**src/hw/rtl/telephone_line_call_state_controller_defines.svh**
```systemverilog
// Assertion macros for the telephone line call state controller.
// Included by the files that carry concurrent checks; depends on nothing.
`ifndef TELEPHONE_LINE_CALL_STATE_CONTROLLER_DEFINES_SVH
`define TELEPHONE_LINE_CALL_STATE_CONTROLLER_DEFINES_SVH

`ifndef SYNTHESIS
// Same-cycle implication, checked at every rising edge outside reset
`define TLCSC_ASSERT_NOW(lbl, clk, rst, ante, cons) \
   lbl: assert property (@(posedge clk) disable iff (rst) (ante) |-> (cons)) \
      else $error("tlcsc check failed: same-cycle implication");
// Next-cycle implication, checked at every rising edge outside reset
`define TLCSC_ASSERT_NEXT(lbl, clk, rst, ante, cons) \
   lbl: assert property (@(posedge clk) disable iff (rst) (ante) |=> (cons)) \
      else $error("tlcsc check failed: next-cycle implication");
`else
`define TLCSC_ASSERT_NOW(lbl, clk, rst, ante, cons)
`define TLCSC_ASSERT_NEXT(lbl, clk, rst, ante, cons)
`endif

`endif

```
**src/hw/rtl/tlcsc_pkg.sv**
```systemverilog
// Shared types, codes and helpers of the telephone line call state controller.
// Used by the event step logic and the top level.
package tlcsc_pkg;

   localparam int unsigned MaxResults = 4;

   typedef enum logic [4:0] {
      OP_OPEN         = 5'd0,
      OP_INIT         = 5'd1,
      OP_UNINIT       = 5'd2,
      OP_OUT_OF_SVC   = 5'd3,
      OP_IN_SVC       = 5'd4,
      OP_BLOCKED      = 5'd5,
      OP_UNBLOCKED    = 5'd6,
      OP_SEIZURE      = 5'd7,
      OP_DIGIT        = 5'd8,
      OP_OFFERED      = 5'd9,
      OP_ACCEPT       = 5'd10,
      OP_ANSWERED     = 5'd11,
      OP_DIALING      = 5'd12,
      OP_PROCEEDING   = 5'd13,
      OP_ALERTING     = 5'd14,
      OP_CONNECTED    = 5'd15,
      OP_CALLSTATUS   = 5'd16,
      OP_DISCONNECTED = 5'd17,
      OP_DROPPED      = 5'd18,
      OP_RELEASED     = 5'd19,
      OP_FATAL        = 5'd20,
      OP_RESET_DONE   = 5'd21,
      OP_OUTBOUND_OK  = 5'd22,
      OP_REJECT_REQ   = 5'd23
   } op_type;

   typedef enum logic [2:0] {
      LS_CLOSED   = 3'd0,
      LS_UNINIT   = 3'd1,
      LS_IDLE     = 3'd2,
      LS_BLOCKING = 3'd3,
      LS_OOS      = 3'd4,
      LS_ACTIVE   = 3'd5
   } line_state_type;

   typedef enum logic [3:0] {
      CS_INVALID      = 4'd0,
      CS_SEIZURE      = 4'd1,
      CS_DIGITS       = 4'd2,
      CS_INCOMING     = 4'd3,
      CS_ACCEPTING    = 4'd4,
      CS_ANSWERING    = 4'd5,
      CS_REJECTING    = 4'd6,
      CS_CONNECTED    = 4'd7,
      CS_DISCONNECTED = 4'd8,
      CS_OUTBOUND     = 4'd9,
      CS_PLACING      = 4'd10,
      CS_PROCEEDING   = 4'd11,
      CS_ALERTING     = 4'd12
   } call_state_type;

   typedef enum logic [2:0] {
      ER_FAR      = 3'd0,
      ER_BUSY     = 3'd1,
      ER_NOANSWER = 3'd2,
      ER_NETBUSY  = 3'd3,
      ER_FAILED   = 3'd4,
      ER_NEAR     = 3'd5
   } exit_reason_type;

   typedef enum logic [2:0] {
      CMD_NONE     = 3'd0,
      CMD_WAIT     = 3'd1,
      CMD_DROP     = 3'd2,
      CMD_DROP_REJ = 3'd3,
      CMD_RELEASE  = 3'd4,
      CMD_RESET    = 3'd5
   } command_type;

   typedef enum logic [4:0] {
      RPT_NONE         = 5'd0,
      RPT_CLOSED       = 5'd1,
      RPT_OPENED       = 5'd2,
      RPT_INITIALIZED  = 5'd3,
      RPT_UNINIT       = 5'd4,
      RPT_BLOCK        = 5'd5,
      RPT_UNBLOCK      = 5'd6,
      RPT_OUT_OF_SVC   = 5'd7,
      RPT_IN_SVC       = 5'd8,
      RPT_SEIZURE      = 5'd9,
      RPT_DIGIT        = 5'd10,
      RPT_INCOMING     = 5'd11,
      RPT_ACCEPTING    = 5'd12,
      RPT_REJECTING    = 5'd13,
      RPT_ANSWERING    = 5'd14,
      RPT_OUTBOUND     = 5'd15,
      RPT_PLACING      = 5'd16,
      RPT_PROCEEDING   = 5'd17,
      RPT_ALERTING     = 5'd18,
      RPT_CONNECTED    = 5'd19,
      RPT_DISCONNECTED = 5'd20,
      RPT_RELEASED     = 5'd21
   } report_type;

   // Failure classes of call_result; no-answer and timeout share one exit reason
   localparam logic [2:0] ClsBusy     = 3'd0;
   localparam logic [2:0] ClsNoAnswer = 3'd1;
   localparam logic [2:0] ClsTimeout  = 3'd2;
   localparam logic [2:0] ClsReject   = 3'd3;

   typedef struct packed {
      line_state_type  line_state;
      call_state_type  call_state;
      logic            direction;
      exit_reason_type exit_reason;
      logic            established;
      logic            near_dropped;
   } state_type;

   typedef struct packed {
      report_type      report_code;
      command_type     command;
      line_state_type  line_state_out;
      call_state_type  call_state_out;
      logic            direction_out;
      exit_reason_type exit_reason_out;
      logic            last;
   } result_type;

   localparam state_type StateReset = '{
      line_state:   LS_CLOSED,
      call_state:   CS_INVALID,
      direction:    1'b0,
      exit_reason:  ER_FAR,
      established:  1'b0,
      near_dropped: 1'b1
   };

   // Build one result with a snapshot of the current states
   function automatic result_type mk_result(input report_type rep, input command_type cmd,
                                            input state_type st);
      result_type r;
      r.report_code     = rep;
      r.command         = cmd;
      r.line_state_out  = st.line_state;
      r.call_state_out  = st.call_state;
      r.direction_out   = st.direction;
      r.exit_reason_out = st.exit_reason;
      r.last            = 1'b0;
      return r;
   endfunction

   // Move the call state; invalid forces the line idle, seizure and outbound force it active
   function automatic state_type set_call(input state_type st, input call_state_type cs);
      state_type s;
      s            = st;
      s.call_state = cs;
      if (cs == CS_INVALID) begin
         s.line_state = LS_IDLE;
      end else if (cs == CS_SEIZURE || cs == CS_OUTBOUND) begin
         s.line_state = LS_ACTIVE;
      end
      return s;
   endfunction

endpackage

```
**src/hw/rtl/tlcsc_req_if.sv**
```systemverilog
// Event channel of the telephone line call state controller.
// Carries valid, ready and one event; depends on nothing.
interface tlcsc_req_if;
   logic       valid;
   logic       ready;
   logic [4:0] operation;
   logic [2:0] call_result;

   modport source (output valid, output operation, output call_result, input ready);
   modport sink   (input valid, input operation, input call_result, output ready);
endinterface

```
**src/hw/rtl/tlcsc_rsp_if.sv**
```systemverilog
// Result channel of the telephone line call state controller.
// Carries valid, ready and one report or command result; depends on nothing.
interface tlcsc_rsp_if;
   logic       valid;
   logic       ready;
   logic [4:0] report_code;
   logic [2:0] command;
   logic [2:0] line_state_out;
   logic [3:0] call_state_out;
   logic       direction_out;
   logic [2:0] exit_reason_out;
   logic       last;

   modport source (output valid, output report_code, output command, output line_state_out,
                   output call_state_out, output direction_out, output exit_reason_out,
                   output last, input ready);
   modport sink   (input valid, input report_code, input command, input line_state_out,
                   input call_state_out, input direction_out, input exit_reason_out,
                   input last, output ready);
endinterface

```
**src/hw/rtl/telephone_line_call_state_controller.sv**
```systemverilog
// Telephone line and call state controller.
// Event channel in (req_ch), result channel out (rsp_ch), one event at a time.
// An accepted event updates the line state, call state, direction, exit reason
// and the established and near-dropped flags at the accepting edge; the zero
// to four results it causes are latched together into a result queue.
// Results leave rsp_ch in order, one per cycle while rsp_ch.ready is high,
// starting the cycle after the event is accepted; the final one carries last.
// An event with no result (unknown code or refused guard) leaves nothing on
// rsp_ch. The next event is taken in the cycle the last result of the previous
// one is taken, so an event's results occupy the four-entry result queue until
// then; an event with no result leaves the queue empty.
// When the receiver stalls, the queue holds and req_ch.ready stays low until
// the final result is taken. Reset (synchronous) returns the line to closed,
// the call to invalid, inbound, far end, not established and near-dropped,
// and empties the result queue.
// Depends on tlcsc_pkg, tlcsc_req_if, tlcsc_rsp_if, tlcsc_step and the
// assertion macro header.
`include "telephone_line_call_state_controller_defines.svh"

module telephone_line_call_state_controller (
   input logic         clock,
   input logic         reset,
   tlcsc_req_if.sink   req_ch,
   tlcsc_rsp_if.source rsp_ch
);
   import tlcsc_pkg::*;

   state_type        state_ff;
   state_type        state_in;
   state_type        step_state;
   result_type [3:0] step_res;
   logic [2:0]       step_cnt;

   result_type [3:0] res_ff;
   result_type [3:0] res_in;
   logic [2:0]       cnt_ff;
   logic [2:0]       cnt_in;

   logic             req_acc;
   logic             rsp_take;

   // Compute the next state and the results of the offered event
   tlcsc_step u_step (
      .cur_state   (state_ff),
      .operation   (req_ch.operation),
      .call_result (req_ch.call_result),
      .nxt_state   (step_state),
      .results     (step_res),
      .count       (step_cnt)
   );

   // Take a new event once the queue is empty or its final entry leaves now
   assign rsp_take     = rsp_ch.valid & rsp_ch.ready;
   assign req_ch.ready = (cnt_ff == 3'd0) | ((cnt_ff == 3'd1) & rsp_ch.ready);
   assign req_acc      = req_ch.valid & req_ch.ready;

   // Load the queue on accept, otherwise shift out the taken entry
   always_comb begin
      state_in = state_ff;
      res_in   = res_ff;
      cnt_in   = cnt_ff;
      if (req_acc) begin
         state_in = step_state;
         res_in   = step_res;
         cnt_in   = step_cnt;
      end else if (rsp_take) begin
         res_in = {res_ff[3], res_ff[3:1]};
         cnt_in = cnt_ff - 3'd1;
      end
   end

   always_ff @(posedge clock) begin
      if (reset) begin
         state_ff <= StateReset;
         cnt_ff   <= 3'd0;
      end else begin
         state_ff <= state_in;
         cnt_ff   <= cnt_in;
      end
   end

   // Payload registers hold without reset
   always_ff @(posedge clock) begin
      res_ff <= res_in;
   end

   // Drive the head of the queue
   assign rsp_ch.valid           = (cnt_ff != 3'd0);
   assign rsp_ch.report_code     = res_ff[0].report_code;
   assign rsp_ch.command         = res_ff[0].command;
   assign rsp_ch.line_state_out  = res_ff[0].line_state_out;
   assign rsp_ch.call_state_out  = res_ff[0].call_state_out;
   assign rsp_ch.direction_out   = res_ff[0].direction_out;
   assign rsp_ch.exit_reason_out = res_ff[0].exit_reason_out;
   assign rsp_ch.last            = res_ff[0].last;

   // Checks
   `TLCSC_ASSERT_NOW(a_last_on_final, clock, reset, rsp_ch.valid, rsp_ch.last == (cnt_ff == 3'd1))
   `TLCSC_ASSERT_NEXT(a_results_follow, clock, reset, req_acc && (step_cnt != 3'd0), rsp_ch.valid && (cnt_ff == $past(step_cnt)))
   `TLCSC_ASSERT_NOW(a_active_has_call, clock, reset, state_ff.line_state == LS_ACTIVE, state_ff.call_state != CS_INVALID)
   `TLCSC_ASSERT_NOW(a_queue_bound, clock, reset, 1'b1, cnt_ff <= 3'd4)

endmodule

```
**src/hw/rtl/tlcsc_step.sv**
```systemverilog
// Event step logic: applies one event to the line and call state and lists
// the up to four results it causes. Depends on tlcsc_pkg.
module tlcsc_step (
   input  tlcsc_pkg::state_type       cur_state,
   input  logic [4:0]                 operation,
   input  logic [2:0]                 call_result,
   output tlcsc_pkg::state_type       nxt_state,
   output tlcsc_pkg::result_type [3:0] results,
   output logic [2:0]                 count
);
   import tlcsc_pkg::*;

   state_type        st;
   result_type [3:0] res;
   logic [2:0]       n;

   always_comb begin
      st  = cur_state;
      res = '0;
      n   = 3'd0;
      unique case (op_type'(operation))
         OP_OPEN: begin
            if (st.line_state == LS_CLOSED) st.line_state = LS_UNINIT;
            res[n[1:0]] = mk_result(RPT_OPENED, CMD_NONE, st); n = n + 3'd1;
         end
         OP_INIT: begin
            if (st.line_state == LS_UNINIT) st.line_state = LS_IDLE;
            res[n[1:0]] = mk_result(RPT_INITIALIZED, CMD_NONE, st); n = n + 3'd1;
         end
         OP_UNINIT: begin
            st.line_state = LS_UNINIT;
            res[n[1:0]] = mk_result(RPT_UNINIT, CMD_NONE, st); n = n + 3'd1;
         end
         OP_OUT_OF_SVC: begin
            st.line_state = LS_OOS;
            res[n[1:0]] = mk_result(RPT_OUT_OF_SVC, CMD_NONE, st); n = n + 3'd1;
         end
         OP_IN_SVC: begin
            if (st.line_state == LS_OOS) st.line_state = LS_IDLE;
            res[n[1:0]] = mk_result(RPT_IN_SVC, CMD_NONE, st); n = n + 3'd1;
         end
         OP_BLOCKED: begin
            st.line_state = LS_BLOCKING;
            res[n[1:0]] = mk_result(RPT_BLOCK, CMD_NONE, st); n = n + 3'd1;
         end
         OP_UNBLOCKED: begin
            res[n[1:0]] = mk_result(RPT_NONE, CMD_WAIT, st); n = n + 3'd1;
            if (st.line_state == LS_BLOCKING) st.line_state = LS_IDLE;
            res[n[1:0]] = mk_result(RPT_UNBLOCK, CMD_NONE, st); n = n + 3'd1;
         end
         OP_SEIZURE: begin
            if (st.line_state == LS_IDLE) begin
               st           = set_call(st, CS_SEIZURE);
               st.direction = 1'b0;
               res[n[1:0]] = mk_result(RPT_SEIZURE, CMD_NONE, st); n = n + 3'd1;
            end
         end
         OP_DIGIT: begin
            if (st.call_state == CS_SEIZURE) st = set_call(st, CS_DIGITS);
            res[n[1:0]] = mk_result(RPT_DIGIT, CMD_NONE, st); n = n + 3'd1;
         end
         OP_OFFERED: begin
            if (st.call_state == CS_SEIZURE || st.call_state == CS_DIGITS) begin
               st = set_call(st, CS_INCOMING);
            end
            res[n[1:0]] = mk_result(RPT_INCOMING, CMD_NONE, st); n = n + 3'd1;
         end
         OP_ACCEPT: begin
            if (st.call_state == CS_INCOMING) begin
               st = set_call(st, CS_ACCEPTING);
               res[n[1:0]] = mk_result(RPT_ACCEPTING, CMD_NONE, st); n = n + 3'd1;
            end
         end
         OP_ANSWERED: begin
            st.established = 1'b1;
            if (st.call_state == CS_INCOMING || st.call_state == CS_ACCEPTING) begin
               st = set_call(st, CS_ANSWERING);
            end
            res[n[1:0]] = mk_result(RPT_ANSWERING, CMD_NONE, st); n = n + 3'd1;
            // answering always qualifies for the connected step
            if (st.call_state == CS_ANSWERING || st.call_state == CS_ACCEPTING ||
                st.call_state == CS_OUTBOUND  || st.call_state == CS_PLACING   ||
                st.call_state == CS_PROCEEDING || st.call_state == CS_ALERTING) begin
               st = set_call(st, CS_CONNECTED);
               res[n[1:0]] = mk_result(RPT_CONNECTED, CMD_NONE, st); n = n + 3'd1;
            end
         end
         OP_DIALING: begin
            if (st.call_state == CS_OUTBOUND) st = set_call(st, CS_PLACING);
            res[n[1:0]] = mk_result(RPT_PLACING, CMD_NONE, st); n = n + 3'd1;
         end
         OP_PROCEEDING: begin
            if (st.call_state == CS_OUTBOUND || st.call_state == CS_PLACING) begin
               st = set_call(st, CS_PROCEEDING);
            end
            res[n[1:0]] = mk_result(RPT_PROCEEDING, CMD_NONE, st); n = n + 3'd1;
         end
         OP_ALERTING: begin
            if (st.call_state == CS_OUTBOUND || st.call_state == CS_PLACING ||
                st.call_state == CS_PROCEEDING) begin
               st = set_call(st, CS_ALERTING);
            end
            res[n[1:0]] = mk_result(RPT_ALERTING, CMD_NONE, st); n = n + 3'd1;
         end
         OP_CONNECTED: begin
            if (st.call_state == CS_ANSWERING || st.call_state == CS_ACCEPTING ||
                st.call_state == CS_OUTBOUND  || st.call_state == CS_PLACING   ||
                st.call_state == CS_PROCEEDING || st.call_state == CS_ALERTING) begin
               st = set_call(st, CS_CONNECTED);
               res[n[1:0]] = mk_result(RPT_CONNECTED, CMD_NONE, st); n = n + 3'd1;
            end
            st.established = 1'b1;
         end
         OP_CALLSTATUS, OP_DISCONNECTED: begin
            // classify the failure unless the call was already up
            if (st.established) begin
               st.exit_reason = ER_FAR;
            end else if (call_result == ClsBusy) begin
               st.exit_reason = ER_BUSY;
            end else if (call_result == ClsNoAnswer || call_result == ClsTimeout) begin
               st.exit_reason = ER_NOANSWER;
            end else if (call_result == ClsReject) begin
               st.exit_reason = ER_NETBUSY;
            end else begin
               st.exit_reason = ER_FAILED;
            end
            st.near_dropped = 1'b0;
            res[n[1:0]] = mk_result(RPT_NONE, CMD_DROP, st); n = n + 3'd1;
         end
         OP_DROPPED: begin
            if (st.near_dropped) st.exit_reason = ER_NEAR;
            if (st.call_state != CS_INVALID) begin
               st = set_call(st, CS_DISCONNECTED);
               res[n[1:0]] = mk_result(RPT_DISCONNECTED, CMD_NONE, st); n = n + 3'd1;
               res[n[1:0]] = mk_result(RPT_NONE, CMD_RELEASE, st); n = n + 3'd1;
            end
         end
         OP_RELEASED: begin
            st = set_call(st, CS_INVALID);
            res[n[1:0]] = mk_result(RPT_RELEASED, CMD_NONE, st); n = n + 3'd1;
            st.established  = 1'b0;
            st.near_dropped = 1'b1;
         end
         OP_FATAL: begin
            res[n[1:0]] = mk_result(RPT_NONE, CMD_RESET, st); n = n + 3'd1;
         end
         OP_RESET_DONE: begin
            // close, reopen, wait and unblock; the line ends uninitialized
            st.line_state = LS_CLOSED;
            res[n[1:0]] = mk_result(RPT_CLOSED, CMD_NONE, st); n = n + 3'd1;
            st.line_state = LS_UNINIT;
            res[n[1:0]] = mk_result(RPT_OPENED, CMD_NONE, st); n = n + 3'd1;
            res[n[1:0]] = mk_result(RPT_NONE, CMD_WAIT, st); n = n + 3'd1;
            res[n[1:0]] = mk_result(RPT_UNBLOCK, CMD_NONE, st); n = n + 3'd1;
         end
         OP_OUTBOUND_OK: begin
            if (st.call_state == CS_INVALID) begin
               st           = set_call(st, CS_OUTBOUND);
               st.direction = 1'b1;
               res[n[1:0]] = mk_result(RPT_OUTBOUND, CMD_NONE, st); n = n + 3'd1;
            end
         end
         OP_REJECT_REQ: begin
            if (st.call_state == CS_INCOMING || st.call_state == CS_ACCEPTING) begin
               st = set_call(st, CS_REJECTING);
            end
            res[n[1:0]] = mk_result(RPT_REJECTING, CMD_NONE, st); n = n + 3'd1;
            res[n[1:0]] = mk_result(RPT_NONE, CMD_DROP_REJ, st); n = n + 3'd1;
         end
         default: begin
            // unknown event: no change, no result
         end
      endcase

      // flag the final result of this event
      if (n != 3'd0) res[n[1:0] - 2'd1].last = 1'b1;
   end

   assign nxt_state = st;
   assign results   = res;
   assign count     = n;

endmodule
```
**src/flat_wrapper.sv**
```systemverilog
// flat-port wrapper written by rule: the top's interface ports become plain ports
module telephone_line_call_state_controller_flat import tlcsc_pkg::*;
  (clock, reset, req_ch_valid, req_ch_operation, req_ch_call_result, req_ch_ready, rsp_ch_valid, rsp_ch_report_code, rsp_ch_command, rsp_ch_line_state_out, rsp_ch_call_state_out, rsp_ch_direction_out, rsp_ch_exit_reason_out, rsp_ch_last, rsp_ch_ready);
  tlcsc_req_if req_ch_i ();
  tlcsc_rsp_if rsp_ch_i ();
  input logic clock;
  input logic reset;
  input wire logic [$bits(req_ch_i.valid)-1:0] req_ch_valid;
  input wire logic [$bits(req_ch_i.operation)-1:0] req_ch_operation;
  input wire logic [$bits(req_ch_i.call_result)-1:0] req_ch_call_result;
  output wire logic [$bits(req_ch_i.ready)-1:0] req_ch_ready;
  output wire logic [$bits(rsp_ch_i.valid)-1:0] rsp_ch_valid;
  output wire logic [$bits(rsp_ch_i.report_code)-1:0] rsp_ch_report_code;
  output wire logic [$bits(rsp_ch_i.command)-1:0] rsp_ch_command;
  output wire logic [$bits(rsp_ch_i.line_state_out)-1:0] rsp_ch_line_state_out;
  output wire logic [$bits(rsp_ch_i.call_state_out)-1:0] rsp_ch_call_state_out;
  output wire logic [$bits(rsp_ch_i.direction_out)-1:0] rsp_ch_direction_out;
  output wire logic [$bits(rsp_ch_i.exit_reason_out)-1:0] rsp_ch_exit_reason_out;
  output wire logic [$bits(rsp_ch_i.last)-1:0] rsp_ch_last;
  input wire logic [$bits(rsp_ch_i.ready)-1:0] rsp_ch_ready;
  assign req_ch_i.valid = req_ch_valid;
  assign req_ch_i.operation = req_ch_operation;
  assign req_ch_i.call_result = req_ch_call_result;
  assign req_ch_ready = req_ch_i.ready;
  assign rsp_ch_valid = rsp_ch_i.valid;
  assign rsp_ch_report_code = rsp_ch_i.report_code;
  assign rsp_ch_command = rsp_ch_i.command;
  assign rsp_ch_line_state_out = rsp_ch_i.line_state_out;
  assign rsp_ch_call_state_out = rsp_ch_i.call_state_out;
  assign rsp_ch_direction_out = rsp_ch_i.direction_out;
  assign rsp_ch_exit_reason_out = rsp_ch_i.exit_reason_out;
  assign rsp_ch_last = rsp_ch_i.last;
  assign rsp_ch_i.ready = rsp_ch_ready;
  telephone_line_call_state_controller u_core (.clock(clock), .reset(reset), .req_ch(req_ch_i), .rsp_ch(rsp_ch_i));
endmodule
```
**config.mk**
```make
export PLATFORM = sky130hd
export DESIGN_NAME = telephone_line_call_state_controller_flat
export DESIGN_NICKNAME = d
export VERILOG_FILES = /design/src/hw/rtl/tlcsc_pkg.sv /design/src/hw/rtl/tlcsc_req_if.sv /design/src/hw/rtl/tlcsc_rsp_if.sv /design/src/hw/rtl/telephone_line_call_state_controller.sv /design/src/hw/rtl/tlcsc_step.sv /design/src/flat_wrapper.sv
export VERILOG_INCLUDE_DIRS = /design/src /design/src/hw/rtl
export SDC_FILE = /design/constraint.sdc
export NUM_CORES = 1
export LEC_CHECK = 0
export BUFFER_PORTS_ARGS = -buffer_cell sky130_fd_sc_hd__buf_2
export CORE_MARGIN = 8
export CORE_UTILIZATION = 40
export DETAILED_ROUTE_END_ITERATION = 8
export GPL_ROUTABILITY_DRIVEN = 0
export PLACE_DENSITY = 0.68
export SYNTH_ARGS = -nofsm -noshare
export SYNTH_HDL_FRONTEND = slang
export SYNTH_SLANG_ARGS = --single-unit
export TNS_END_PERCENT = 1
```
**constraint.sdc**
```tcl
create_clock -name clock -period 3.05 [get_ports clock]
set_clock_uncertainty 0.1 [all_clocks]
set_input_delay 0.1525 -clock clock [delete_from_list [all_inputs] [get_ports clock]]
set_output_delay 0.1525 -clock clock [all_outputs]
set_load 0.03 [all_outputs]
```
==> results_dict.tcl, run 1 <==
set metrics [dict create \
    status "finished, final reports clean" \
    whs_ns 0.0574 \
    place_area_um2 4840 \
    finalHoldViolCount 0 \
    grt_start_max_net_pins 38 \
    min_to "u_core.state_ff[3]$_SDFFE_PP0P_" \
    synth_ff_type "edfxtp_1" \
    use_met3 0.0354 \
    nFillCells 1087 \
    synthAdderAreaFrac 0.0102 \
    start_util 0.409 \
    drtAntennaViolNets 0 \
    drcViolationCount 0 \
    critPathArrivalTime_ns 2.64 \
    synth_seq_cells 76 \
    yosys.cell_types.count 66 \
    netlist_area_um2 4670 \
    yosysWarnings 0 \
    antenna_found_initial 0 \
    synth_top_area_frac 0.386 \
    grt_util_met2 0.270 \
    fin_nets 535 \
    synthTopCellsByArea "edfxtp_1, dfxtp_1, nor2_1" \
    cts_hold_buf 0 \
    irDropWorstVdd_v 0.000609 \
    setup_viol 0 \
    reg2reg_slack_ns 0.36 \
    die_w_um 124 \
    rr_endpoint "u_core.rsp_ch.direction_out$_DFFE_PP_" \
    cts_buffers 9 \
    critPathRequiredTime_ns 3.00 \
    place_ws_ns 0.209 \
    use_met1 0.225 \
    yosys.area.top_type "edfxtp_1" \
    yosysSeqAreaShare 0.454 \
    post_cts_buffers 0 \
    io_pins 34 \
    drv_slew 0 \
    ff_latch_area_um2 2120 \
    dieHeight_um 124 \
    synth_compound_area_frac 0.227 \
    fin_total_pwr_w 0.00431 \
    avgSynthCellArea_um2 9.00 \
    clk_latency_ns 0.33 \
    min_from "req_ch_call_result[2]" \
    clock_sinks 76 \
    worst_slew_pin_slew_ns 0.758 \
    root_buffer "clkbuf_16" \
    diodes 0 \
    synth.net_count 534 \
    crit_type "reg2reg" \
    muxShareOfSynthArea 0.00911 \
    drt_iter0_drc 614 \
    grt_overflow 0 \
    yosys.area_share.simple 0.224 \
    avgViaCountPerCell 6.19 \
    cp-end-kind "flip-flop" \
    wl_per_cell_um 19.6 \
    regToRegStartpoint "u_core.state_ff[8]$_SDFFE_PP0P_" \
    async_flop_share 0 \
    clock_path_buffers 2 \
    leakagePower_nw 2.00 \
    cts_resized 0 \
    synth_enable_flop_cells 60 \
    area_delta_synth_final_pct 9.43 \
    cts_tree "built" \
    htree_levels 3 \
    rsz0062_at_grt "false" \
    relSlewSlack 0.495 \
    wl_mm 13.1 \
    min_path_type "in2reg" \
    port_buffers 33 \
    multiInputGateArea_um2 2220 \
    startpoint_type "flip-flop" \
    busiest_layer "met2" \
    grt_pass1_wl_mm 20.9 \
    rr_worst_depth 6 \
    fmax_mhz 372 \
    cp_max_fo 14 \
    grt_pass1_vias 3951 \
    period_needed_ns 2.69 \
    vias 4132 \
    dieArea_um2 15400 \
    dp_hpwl_mm 9.00 \
    fin_ws_ns 0.362 \
    drive_above_1_share 0.141 \
    fin_tns_setup_ns 0 \
    rows 39 \
    drt-pass1-iter-count 7 \
    period_share 0.881 \
    netlist_instances 519 \
    synth_top_family_by_area "compound AO/OA/AOI/OAI gates" \
    min_path_cells 4 \
    yosys.area_share.xor_xnor 0.00562 \
    cap_violations 0 \
    core_um2 11400 \
    track_usage 0.172 \
    clk_pin_slew_ns 0.06 \
    stdcell_area_um2 5110 \
    power.density_nw_per_um2 842 \
]
[area by class of cell]
cell class	instances	area share
Tap cell	143	0.0350
Clock inverter	6	0.00808
Multi-Input combinational cell	376	0.435
Clock buffer	10	0.0448
Inverter	11	0.00808
Sequential cell	76	0.415
Timing Repair Buffer	46	0.0538
[synth_stat cells, drive strengths merged (3+ instances only)]
library cell,count
buf,25
ha,3
or2,3
a211oi,10
nor3,19
and2,8
a311oi,3
o41ai,4
o211ai,3
nor2b,14
nor4,5
a22o,4
a32oi,3
or3,5
nand3,13
and3,11
a21oi,25
a31oi,12
a22oi,3
o21a,3
nor2,55
a31o,3
o22ai,7
a211o,3
o2111ai,3
nand2b,12
dfxtp,16
o21ai,31
a21o,18
nand2,53
clkbuf,31
inv,10
edfxtp,60
o31ai,3
[per-stage QoR]
stage / cells / util
2_1_floorplan: 519 / -
3_3_place_gp: 652 / 0.424
3_5_place_dp: 652 / 0.424
4_1_cts: 668 / 0.448
5_1_grt: 668 / 0.448
6_report: 668 / 0.448
[power by group]
| group | switching (W) | total [W] | internal [W] |
|---|---|---|---|
| clock network | 0.000432 | 0.000984 | 0.000551 |
| logic | 0.00105 | 0.00154 | 0.000492 |
| registers | 0.000141 | 0.00178 | 0.00164 |
[cells in the final DEF (no fill, tap or decap), types with 3 or more instances in the layout]
cell,n
nand2_1,53
or2_2,3
dfxtp_1,16
and2_1,8
or3_1,5
o21a_1,3
a211o_1,3
o41ai_1,4
and3_1,11
clkinv_4,3
ha_1,3
buf_4,12
a22oi_1,3
clkinv_2,3
a31oi_1,12
nand3_1,12
a22o_1,4
a311oi_1,3
o21ai_0,31
o22ai_1,7
buf_2,33
nor3_1,18
edfxtp_1,60
clkbuf_16,9
nor2_1,55
a21o_1,18
o31ai_1,3
nor2b_1,14
inv_1,10
o2111ai_1,3
a32oi_1,3
nor4_1,5
nand2b_1,12
a21oi_1,25
o211ai_1,3
a211oi_1,9
[critical path, stage by stage (launching register included)]
cell       delay, ns
dfxtp_1         0.64
inv_1           0.24
mux2i_1         0.46
o2111ai_1       0.19
and2_1          0.19
o41ai_1         0.43
a21oi_1         0.16
[metal layers]
layer | vias to the layer above | share of wire | routed length, µm
li1 | 1912 | - | -
met1 | 1929 | 0.41 | 5340
met2 | 242 | 0.46 | 5960
met3 | 49 | 0.095 | 1240
met4 | 0 | 0.040 | 523
met5 | - | 0 | 0
[cells by family (layout without fill, tap and decap cells)]
family,count (synthesis),in the layout
fa+ha+maj,4,4
xor+xnor,3,3
buf+inv,67,73
simple gates,211,211
mux,4,4
compound gates,154,154
flops,76,76
[registers in the layout, summed over array words and instances (netlist names)]
register	cells
u_core.rsp_ch.line_state_out	3
u_core.rsp_ch.last	1
u_core.rsp_ch.command	3
u_core.res_ff	40
u_core.rsp_ch.report_code	5
u_core.rsp_ch.exit_reason_out	3
u_core.cnt_ff	3
u_core.rsp_ch.direction_out	1
u_core.state_ff	13
u_core.rsp_ch.call_state_out	4
[how the worst max path moves through the flow]
stage,start,slack (ns),endpoint,cells after the start
final,u_core.state_ff[8]$_SDFFE_PP0P_,0.36,u_core.rsp_ch.direction_out$_DFFE_PP_,6
after CTS,u_core.state_ff[8]$_SDFFE_PP0P_,0.47,u_core.rsp_ch.direction_out$_DFFE_PP_,6
after global routing,u_core.state_ff[8]$_SDFFE_PP0P_,0.20,u_core.rsp_ch.direction_out$_DFFE_PP_,6
after floorplan,u_core.cnt_ff[0]$_SDFFE_PP0P_,0.75,u_core.cnt_ff[1]$_SDFFE_PP0P_,7
after detailed placement,req_ch_operation[3],0.21,u_core.cnt_ff[1]$_SDFFE_PP0P_,7
after global placement,req_ch_operation[4],0.33,u_core.res_ff[31]$_SDFFCE_PN0P_,6
Note: power is estimated with default switching activity, not from simulation.
==> inputs of run 2 (changes only) <==
RECOVER_POWER = 50   (was unset)
==> results_dict.tcl, run 2 (synthesis results as in run 1) <==
set metrics [dict create \
    critPathArrivalTime_ns 2.87 \
    vias 4119 \
    io_pins 34 \
    finalHoldViolCount 0 \
    largest_register "u_core.res_ff" \
    rr_worst_depth 7 \
    clk_latency_ns 0.33 \
    cts_hold_buf 0 \
    grt_pass1_vias 3951 \
    setup_viol 0 \
    clock_path_buffers 2 \
    antenna_found_initial 0 \
    reg2reg_slack_ns 0.35 \
    rows 39 \
    cp-endpoint "u_core.cnt_ff[1]$_SDFFE_PP0P_" \
    dieHeight_um 124 \
    irDropWorstVdd_v 0.000580 \
    rr_endpoint "u_core.cnt_ff[1]$_SDFFE_PP0P_" \
    port_buffers 33 \
    root_buffer "clkbuf_16" \
    cpMostUsedCell "nor2_1" \
    relSlewSlack 0.142 \
    critPathRequiredTime_ns 3.22 \
    fin_tns_setup_ns 0 \
    grt_overflow 0 \
    post_cts_buffers 0 \
    core_um2 11400 \
    final_cell_mix "edfxtp_1, nor2_1, nand2_1, o21ai_0, a21oi_1" \
    drive_above_1_share 0.0933 \
    die_w_um 124 \
    start_util 0.409 \
    critPathTopFamily "simple AND/OR/NAND/NOR gates" \
    min_path_cells 4 \
    clock_sinks 76 \
    fmax_mhz 370 \
    slowest_stage "dfxtp_1" \
    status "finished, final reports clean" \
    grt_pass1_wl_mm 20.9 \
    cap_violations 0 \
    period_share 0.886 \
    dieArea_um2 15400 \
    crit_type "reg2reg" \
    power.density_nw_per_um2 841 \
    drv_slew 0 \
    cp_max_fo 17 \
    cts_tree "built" \
    critical-path-max-stage-delay_ns 0.70 \
    drtAntennaViolNets 0 \
    drt_iter0_drc 656 \
    fin_nets 535 \
    avgViaCountPerCell 6.17 \
    cts_resized 0 \
    cp-end-kind "flip-flop" \
    worst_slew_pin_slew_ns 1.29 \
    wl_mm 13.0 \
    wl_per_cell_um 19.5 \
    diodes 0 \
    leakagePower_nw 1.93 \
    drt-pass1-iter-count 6 \
    grt_start_max_net_pins 38 \
    drcViolationCount 0 \
    rsz0062_at_grt "false" \
    mostFrequentLayoutCell "edfxtp_1" \
    cts_buffers 9 \
    cp_num_cells 7 \
    largest_reg_flops 40 \
    period_needed_ns 2.70 \
    min_path_type "in2reg" \
    nFillCells 1102 \
    htree_levels 3 \
    path_cells "nor4_1 -> buf_4 -> nor3_2 -> nor2_1 -> a31oi_1 -> o22ai_1 -> nor2_1" \
    dp_hpwl_mm 9.00 \
    area_delta_synth_final_pct 8.60 \
    clk_pin_slew_ns 0.06 \
    track_usage 0.172 \
    crit_start "u_core.state_ff[9]$_SDFFE_PP0P_" \
    critPathBufInv 1 \
    startpoint_type "flip-flop" \
    regToRegStartpoint "u_core.state_ff[9]$_SDFFE_PP0P_" \
    post-route-util 0.444 \
]
[run 2: cell count changes in the layout (fill, tap and decap cells not counted), sizes merged]
cell	before	now
clkbuf	10	34
buf	46	22
[run 2: final cells by class]
class | count | area, µm² | area share
clock buffer | 10 | 229 | 0.0451
tap | 143 | 179 | 0.0353
timing repair buffer | 46 | 241 | 0.0476
inverter | 11 | 41.3 | 0.00814
clock inverter | 6 | 41.3 | 0.00814
multi-input combinational | 376 | 2220 | 0.437
sequential | 76 | 2120 | 0.418
[run 2: through the flow]
stage | worst slack [ns] | power [W] | hold slack (ns) | area, µm² | std cells
floorplan | 0.752 | 0.00301 | 0.242 | 4670 | 519
global placement | 0.329 | 0.00330 | 0.381 | 4840 | 652
detailed placement | 0.209 | 0.00334 | 0.399 | 4840 | 652
CTS | 0.465 | 0.00432 | 0.0551 | 5110 | 668
global route | 0.204 | 0.00449 | 0.0974 | 5070 | 668
finish | 0.347 | 0.00427 | 0.0530 | 5070 | 668
[run 2: worst min-delay path by stage]
stage	endpoint	slack [ns]	start
floorplan	u_core.cnt_ff[2]$_SDFFE_PP0P_	0.24	rsp_ch_ready
global placement	u_core.cnt_ff[2]$_SDFFE_PP0P_	0.38	rsp_ch_ready
detailed placement	u_core.cnt_ff[2]$_SDFFE_PP0P_	0.40	u_core.cnt_ff[2]$_SDFFE_PP0P_
CTS	u_core.state_ff[3]$_SDFFE_PP0P_	0.06	req_ch_call_result[2]
global route	u_core.state_ff[3]$_SDFFE_PP0P_	0.1	req_ch_call_result[2]
finish	u_core.state_ff[3]$_SDFFE_PP0P_	0.05	req_ch_call_result[2]
[run 2: layer usage]
layer / global-route usage / vias to the layer above / share of wire
met5: 0 / - / 0
met4: 0.0773 / 0 / 0.033
met3: 0.0354 / 36 / 0.089
met2: 0.270 / 220 / 0.46
met1: 0.225 / 1947 / 0.41
li1: - / 1916 / -
[run 2: where the power goes]
group	switching [W]	internal (W)
Clock	0.000436	0.000551
Sequential	0.000144	0.00164
Combinational	0.00105	0.000439
Total	0.00163	0.00263
[run 2: tightest hold or removal path: cells and delay by family]
family	cells	cell delay [ns]
and+or+nand+nor	3	0.20
buffers and inverters	1	0.10
